<file path="src/rtl/hpt_pkg.sv">
package hpt_pkg;

  localparam int NUM_GROUPS  = 1024;
  localparam int WAYS        = 8;
  localparam int GROUP_W     = $clog2(NUM_GROUPS);
  localparam int WAY_W       = $clog2(WAYS);
  localparam int TABLE_DEPTH = NUM_GROUPS * WAYS;
  localparam int ADDR_W      = $clog2(TABLE_DEPTH);
  localparam int WORD_W      = 32;
  localparam int SEG_W       = 24;
  localparam int MODE_W      = 7;
  localparam int VALID_POS   = WORD_W - 1;

  localparam logic [SEG_W-1:0] SEG_RESET = 24'h000400;
  localparam logic [SEG_W-1:0] HASH_MASK = SEG_W'(NUM_GROUPS - 1);

  typedef logic [9:0] group_idx_t;
  typedef logic [2:0] slot_idx_t;

  typedef enum logic [1:0] {
    OUT_MATCH = 2'd0,
    OUT_FREE  = 2'd1,
    OUT_EVICT = 2'd2
  } outcome_t;

  typedef enum logic [2:0] {
    ST_CLEAR,
    ST_IDLE,
    ST_SCAN,
    ST_LAST,
    ST_DONE
  } state_t;

  typedef struct packed {
    logic [31:0]       effective_address;
    logic [31:0]       physical_address;
    logic [MODE_W-1:0] mode_bits;
  } fill_t;

  typedef struct packed {
    group_idx_t  group_index;
    slot_idx_t   slot_index;
    logic [1:0]  outcome;
    logic [31:0] tag_word;
    logic [31:0] data_word;
  } result_t;

  typedef struct packed {
    logic             hit;
    logic [WAY_W-1:0] hit_way;
    logic             free;
    logic [WAY_W-1:0] free_way;
  } scan_res_t;

endpackage

</file>
<file path="src/rtl/hpt_scan.sv">
module hpt_scan (
  input  logic                             clk,
  input  logic                             rst,
  input  logic                             start,
  input  logic                             valid,
  input  logic [hpt_pkg::WAY_W-1:0]        way,
  input  logic [hpt_pkg::WORD_W-1:0]       rd_data,
  input  logic [hpt_pkg::WORD_W-1:0]       tag,
  output hpt_pkg::scan_res_t               res
);

  always_ff @(posedge clk) begin
    if (rst || start) begin
      res.hit  <= 1'b0;
      res.free <= 1'b0;
    end else if (valid) begin
      if (!res.hit && rd_data == tag) begin
        res.hit     <= 1'b1;
        res.hit_way <= way;
      end
      if (!res.free && !rd_data[hpt_pkg::VALID_POS]) begin
        res.free     <= 1'b1;
        res.free_way <= way;
      end
    end
  end

endmodule

</file>
<file path="config.mk">
export PLATFORM = sky130hd
export DESIGN_NAME = hpt_scan
export DESIGN_NICKNAME = d
export VERILOG_FILES = /design/src/rtl/hpt_pkg.sv /design/src/rtl/hpt_scan.sv
export SDC_FILE = /design/constraint.sdc
export NUM_CORES = 1
export LEC_CHECK = 0
export ABC_CLOCK_PERIOD_IN_PS = 1750
export BUFFER_PORTS_ARGS = -buffer_cell sky130_fd_sc_hd__buf_2
export CAP_MARGIN = 0
export CORE_MARGIN = 2
export CORE_UTILIZATION = 31
export DETAILED_ROUTE_END_ITERATION = 8
export PLACE_DENSITY = 0.8
export SETUP_SLACK_MARGIN = 0.02
export SYNTH_ARGS = -nofsm -noshare
export SYNTH_HDL_FRONTEND = slang
export SYNTH_SLANG_ARGS = --single-unit
</file>
<file path="constraint.sdc">
create_clock -name clk -period 1.75 [get_ports clk]
set_clock_uncertainty 0.05 [all_clocks]
set_input_delay 0.175 -clock clk [delete_from_list [all_inputs] [get_ports clk]]
set_output_delay 0.175 -clock clk [all_outputs]
set_load 0.01 [all_outputs]
</file>
==> results of run 1 <==
==> through the flow <==
step	utilization [%]	hold WS, ps
after floorplan	-	202
after global placement	54.4	307
after detailed placement	54.4	311
after CTS	55.7	49.3
after global routing	55.7	61.2
final	55.7	51.6
==> worst max-delay path by stage <==
stage	end	slack, ps
6_report	res[4]$_DFFE_PP_	290
3_3_place_gp	res[4]$_DFFE_PP_	160
2_1_floorplan	res[4]$_DFFE_PP_	320
5_1_grt	res[6]$_DFFE_PP_	190
4_1_cts	res[4]$_DFFE_PP_	290
3_5_place_dp	res[6]$_DFFE_PP_	150
==> power by group through the flow <==
stage	combinational (mW)	sequential, mW	clock [mW]
2_1_floorplan	0.0734	0.212	0
3_3_place_gp	0.170	0.211	0
3_5_place_dp	0.177	0.211	0
4_1_cts	0.177	0.207	0.149
5_1_grt	0.192	0.207	0.152
6_report	0.175	0.207	0.148
==> Yosys cell counts (all sizes together) <==
| cell | n |
|---|---|
| edfxtp | 6 |
| inv | 1 |
| a211o | 1 |
| nor2 | 1 |
| a21oi | 1 |
| a21o | 1 |
| nor3 | 3 |
| xnor2 | 28 |
| nand4 | 7 |
| o21ai | 1 |
| clkinv | 1 |
| and4 | 1 |
| xor2 | 3 |
| nor4 | 2 |
| nand2 | 1 |
| dfxtp | 2 |
==> area by class of cell <==
| cell class | count | area (sq um) |
|---|---|---|
| Inverter | 2 | 7.51 |
| Timing Repair Buffer | 78 | 390 |
| Clock buffer | 4 | 26.3 |
| Fill cell | 186 | 851 |
| Tap cell | 27 | 33.8 |
| Multi-Input combinational cell | 50 | 393 |
| Sequential cell | 8 | 220 |
==> logic make-up (layout without fill, tap and decap cells) <==
| logic type | count (synthesis) | count (layout) | share of synthesized area [%] |
|---|---|---|---|
| buffers and inverters | 2 | 84 | 1.21 |
| xor gates and xnor gates | 31 | 31 | 45.0 |
| AOI/OAI and AO/OA | 4 | 4 | 4.23 |
| DFF | 8 | 8 | 35.5 |
| and+or+nand+nor | 15 | 15 | 14.1 |
==> metal layers <==
metal / global-route usage (%) / vias to the layer above / wire [microns]
met4: 7.14 / 0 / 11
met1: 14.0 / 335 / 562
li1: - / 378 / -
met2: 31.5 / 49 / 971
met5: 0 / - / 0
met3: 2.78 / 2 / 181
==> results.sh, run 1 <==
export IMPL_die_y_microns=48.7
export IMPL_grt_pass1_vias=761
export IMPL_nNetsFinal=214
export IMPL_yosys_register_bits=8
export IMPL_crit_path_max_fanout=4
export IMPL_top_regs="res: 8 flops"
export IMPL_synth_top_cell_area_share_pct=39.5
export IMPL_hp_class="in2reg"
export IMPL_clk_path_buf_depth=2
export IMPL_arrival_ps=1360
export IMPL_end_kind="register"
export IMPL_critPathLaunchType="register"
export IMPL_crit_slowest_cell="dfxtp_1"
export IMPL_cts_tree="yes"
export IMPL_r2r_start="res[7]$_SDFFE_PP0P_"
export IMPL_drtPass1Iterations=4
export IMPL_switchingPower_uw=128
export IMPL_avgSynthCellArea_sq_um=10.3
export IMPL_yosys_warnings=0
export IMPL_synth_fp_nets=131
export IMPL_totalWireLength_microns=1730
export IMPL_ios=79
export IMPL_worst_slew_margin_rel_pct=69.9
export IMPL_grt_use_total_pct=15.3
export IMPL_die_area_sq_um=2380
export IMPL_power_frac_clock_pct=27.9
export IMPL_cts_hold_buf=0
export IMPL_design_area_sq_um=1070
export IMPL_rr_worst_depth=3
export IMPL_setup_viol=0
export IMPL_clkLatencyLatePin_ps=250
export IMPL_grt_pass1_wl_microns=2820
export IMPL_syn_cell_area_sq_um=621
export IMPL_yosysTopAreaCell="xnor2_1"
export IMPL_top_register="res"
export IMPL_overflow=0
export IMPL_final_hold_viol_count=0
export IMPL_chipWidth_microns=48.7
export IMPL_period_needed_ps=1460
export IMPL_most_common_layout_cells="buf_2 (78), xnor2_1 (28), nand4_1 (7)"
export IMPL_n_antenna_cell=0
export IMPL_maxCapViolCount=0
export IMPL_cellLeakagePower_nw=0.505
export IMPL_yosysSeqAreaShare_pct=35.5
export IMPL_cts_resized=0
export IMPL_place_area_sq_um=1040
export IMPL_cts_sinks=8
export IMPL_num_rows=16
export IMPL_cts_htree_levels=1
export IMPL_start_util_pct=32.3
export IMPL_worst_pin_slew_ps=449
export IMPL_rsz0062_at_grt="no"
export IMPL_post_place_ws_ps=146
export IMPL_final_antenna_net_count=0
export IMPL_max_stage_delay_ps=330
export IMPL_hold_path_depth=2
export IMPL_timing_final_max_slew_violations=0
export IMPL_internal_power_uw=402
export IMPL_cp_depth=3
export IMPL_wire_per_inst_microns=10.2
export IMPL_crit_start="res[7]$_SDFFE_PP0P_"
export IMPL_drive_gt1_share_pct=57.7
export IMPL_viasPerCell=4.52
export IMPL_final_cell_count_no_fill=169
export IMPL_cts_buffers=3
export IMPL_critical_path_buf_inv_count=0
export IMPL_p_sw_share_pct=24.1
export IMPL_min_delay_start="rst"
export IMPL_gp_congestion=0.678
export IMPL_root_buffer="clkbuf_4"
export IMPL_drt_initial_drc_count=4
export IMPL_tns_ps=0
export IMPL_remaining_drc_errors=0
export IMPL_p_per_area_nw_per_um2=495
export IMPL_netlist_top_cells_area="xnor2_1 (40%), edfxtp_1 (29%), nand4_1 (7.1%)"
export IMPL_core_sq_um=1920
export IMPL_maxClockFrequency_ghz=0.686
export IMPL_crit_type="reg2reg"
export IMPL_p_comb_share_pct=33.0
export IMPL_syn_inst=60
export IMPL_synth_cell_type_count=17
export IMPL_post_cts_setup_buffer_count=0
export IMPL_vdd_drop_max_mv=0.203
export IMPL_cp_data_required_time_ps=1650
export IMPL_worst_slack_ps=292
export IMPL_largest_reg_flops=8
export IMPL_vias=764
export IMPL_ff2ff_setup_slack_ps=290
export IMPL_pwr_share_seq_pct=39.1
export IMPL_r2r_end="res[4]$_DFFE_PP_"
export IMPL_area_growth_pct=72.6
export IMPL_dp_cells=165
export IMPL_final_common_cell="buf_2"
export IMPL_grt_max_degree=6
export IMPL_path_clk_slew_ps=60
export IMPL_whs_endpoint="res[3]$_SDFFE_PP0P_"
export IMPL_antenna_found_initial=0
export IMPL_dp_hpwl_microns=1630
export IMPL_path_cells="a211o_1, nor4_1, and4_1"
export IMPL_finalPower_uw=530
export IMPL_crit_family="simple AND/OR/NAND/NOR gates"
export IMPL_io_buffers=78
export IMPL_outcome="complete, no violations"
export IMPL_period_share_pct=83.3
No activity file was read; power rests on OpenSTA's default activity.
==> run 2, diff against run 1 <==
- ABC_CLOCK_PERIOD_IN_PS: 1750 -> 1300
- CORE_UTILIZATION: 31 -> 28
- PLACE_DENSITY: 0.8 -> 0.77
- clock period: 1.75 -> 1.3 ns (I/O delays scaled with it)
==> run 2 against run 1 <==
Register-to-register slack worse by 350 ps. Critical endpoint is now res[5]$_DFFE_PP_. Clock power is 19% higher. Global-route usage is 1.2 points lower. Sequential share of layout area is 0.58 points lower. Routed wire length is 2.0% higher. Utilization is 4.1 points lower. Clock-buffer cell count is 1 lower. Via count is 0.39% higher. Maximum frequency is 7.7% higher. Highest routed layer unchanged. First-iteration DRC count is 25% lower. Largest power group unchanged. The run now ends with setup timing left.
==> results.sh, run 2 (synthesized netlist as in run 1, its figures left out) <==
export IMPL_outcome="finished with violations"
export IMPL_violations="setup timing"
export IMPL_grt_max_degree=5
export IMPL_num_rows=17
export IMPL_gr_usage_met1_pct=12.7
export IMPL_final_cell_count_no_fill=173
export IMPL_p_per_area_nw_per_um2=630
export IMPL_dp_hpwl_microns=1640
export IMPL_grt_pass1_vias=753
export IMPL_cts_tree="yes"
export IMPL_tns_ps=-159
export IMPL_final_hold_viol_count=0
export IMPL_grt_pass1_wl_microns=2760
export IMPL_grt_use_total_pct=14.1
export IMPL_crit_start="res[7]$_SDFFE_PP0P_"
export IMPL_worst_slew_margin_rel_pct=83.4
export IMPL_drtPass1Iterations=4
export IMPL_hp_class="in2reg"
export IMPL_die_area_sq_um=2610
export IMPL_n_antenna_cell=0
export IMPL_overflow=0
export IMPL_largest_reg_flops=8
export IMPL_clk_path_buf_depth=2
export IMPL_r2r_start="res[7]$_SDFFE_PP0P_"
export IMPL_area_growth_pct=78.6
export IMPL_vdd_drop_max_mv=0.331
export IMPL_met3_usage_pct=2.63
export IMPL_nNetsFinal=218
export IMPL_fin_hold_ws_ps=11.1
export IMPL_fin_util_pct=51.6
export IMPL_crit_slowest_cell="dfxtp_2"
export IMPL_path_cells="a211o_1, nor4_2, and4_4"
export IMPL_antenna_found_initial=0
export IMPL_path_clk_slew_ps=50
export IMPL_final_antenna_net_count=0
export IMPL_cts_htree_levels=1
export IMPL_critPathLaunchType="register"
export IMPL_min_delay_start="rst"
export IMPL_io_buffers=78
export IMPL_most_common_layout_cells="buf_2 (78), xnor2_1 (28), nand4_1 (7)"
export IMPL_clkLatencyLatePin_ps=240
export IMPL_maxCapViolCount=0
export IMPL_cp_data_required_time_ps=1210
export IMPL_place_area_sq_um=1080
export IMPL_cts_hold_buf=0
export IMPL_drt_initial_drc_count=3
export IMPL_period_needed_ps=1350
export IMPL_arrival_ps=1260
export IMPL_vias=767
export IMPL_grt_use_met2_pct=28.1
export IMPL_crit_path_max_fanout=4
export IMPL_gp_congestion=0.636
export IMPL_maxClockFrequency_ghz=0.739
export IMPL_totalWireLength_microns=1760
export IMPL_worst_slack_ps=-53.2
export IMPL_cts_sinks=8
export IMPL_remaining_drc_errors=0
export IMPL_root_buffer="clkbuf_4"
export IMPL_ios=79
export IMPL_start_util_pct=28.9
export IMPL_wire_per_inst_microns=10.2
export IMPL_timing_final_max_slew_violations=0
export IMPL_crit_type="reg2reg"
export IMPL_busiest_layer="met2"
export IMPL_chipWidth_microns=51.1
export IMPL_design_area_sq_um=1110
export IMPL_drive_gt1_share_pct=61.4
export IMPL_worst_pin_slew_ps=247
export IMPL_core_sq_um=2150
export IMPL_end_kind="register"
export IMPL_top_register="res"
export IMPL_rsz0062_at_grt="yes"
export IMPL_post_cts_setup_buffer_count=0
export IMPL_top_regs="res: 8 flops"
export IMPL_cts_buffers=3
export IMPL_fillCellCount=220
export IMPL_cellLeakagePower_nw=0.526
export IMPL_dp_cells=170
export IMPL_period_share_pct=104
export IMPL_final_common_cell="buf_2"
export IMPL_die_y_microns=51.1
export IMPL_setup_viol=3
export IMPL_max_stage_delay_ps=310
export IMPL_viasPerCell=4.43
## run 2: changes by cell type in the layout (fill, tap and decap cells not counted), sizes merged
| cell | previous run | this run |
|---|---|---|
| buf | 78 | 82 |
| clkbuf | 4 | 3 |
## run 2: repair_timing
action	in CTS	in global routing
setup endpoints to repair	3	3
resized for setup	3	0
pin swaps	1	0
hold endpoints to repair	0	0
## run 2: through the flow
stage | power, mW | setup slack, ps
floorplan | 0.384 | 3.04
global placement | 0.517 | -196
detailed placement | 0.527 | -254
CTS | 0.708 | -38.6
global route | 0.753 | -107
finish | 0.698 | -53.2
## run 2: power by group
group | switching [mW] | internal, mW | total, mW | leakage, nW
clock | 0.0710 | 0.105 | 0.176 | 0.0138
sequential | 0.00121 | 0.278 | 0.279 | 0.0709
combinational | 0.0917 | 0.152 | 0.243 | 0.442
total | 0.164 | 0.534 | 0.698 | 0.526
## run 2: per-layer routing
metal	up-vias	share of wire, %	wire (microns)
met5	-	0	0
met4	0	0.45	8
met3	2	9.1	160
met2	40	59	1050
met1	340	31	543
li1	385	-	-
## run 2: area by class of cell
class | instances | area (sq um) | share of cell area, %
clock buffers | 3 | 22.5 | 2.03
inverters | 2 | 7.51 | 0.677
multi-input cells | 50 | 402 | 36.2
flip-flops and latches | 8 | 221 | 20.0
well taps | 28 | 35.0 | 3.16
repair buffers | 82 | 420 | 37.9
## run 2: worst max-delay path: cells and delay by family (launching register included)
| kind | cells | cell delay (ps) |
|---|---|---|
| AO/OA/AOI/OAI | 1 | 230 |
| flip-flops | 1 | 310 |
| AND/OR/NAND/NOR | 2 | 470 |
## run 2: final timing paths
check / end / cells after the start / slack [ps]
setup / recovery: res[5]$_DFFE_PP_ / 3 / -50
hold / removal: res[3]$_SDFFE_PP0P_ / 2 / 10
setup reg to reg: res[5]$_DFFE_PP_ / 3 / -50
hold reg to reg: res[7]$_SDFFE_PP0P_ / 2 / 490
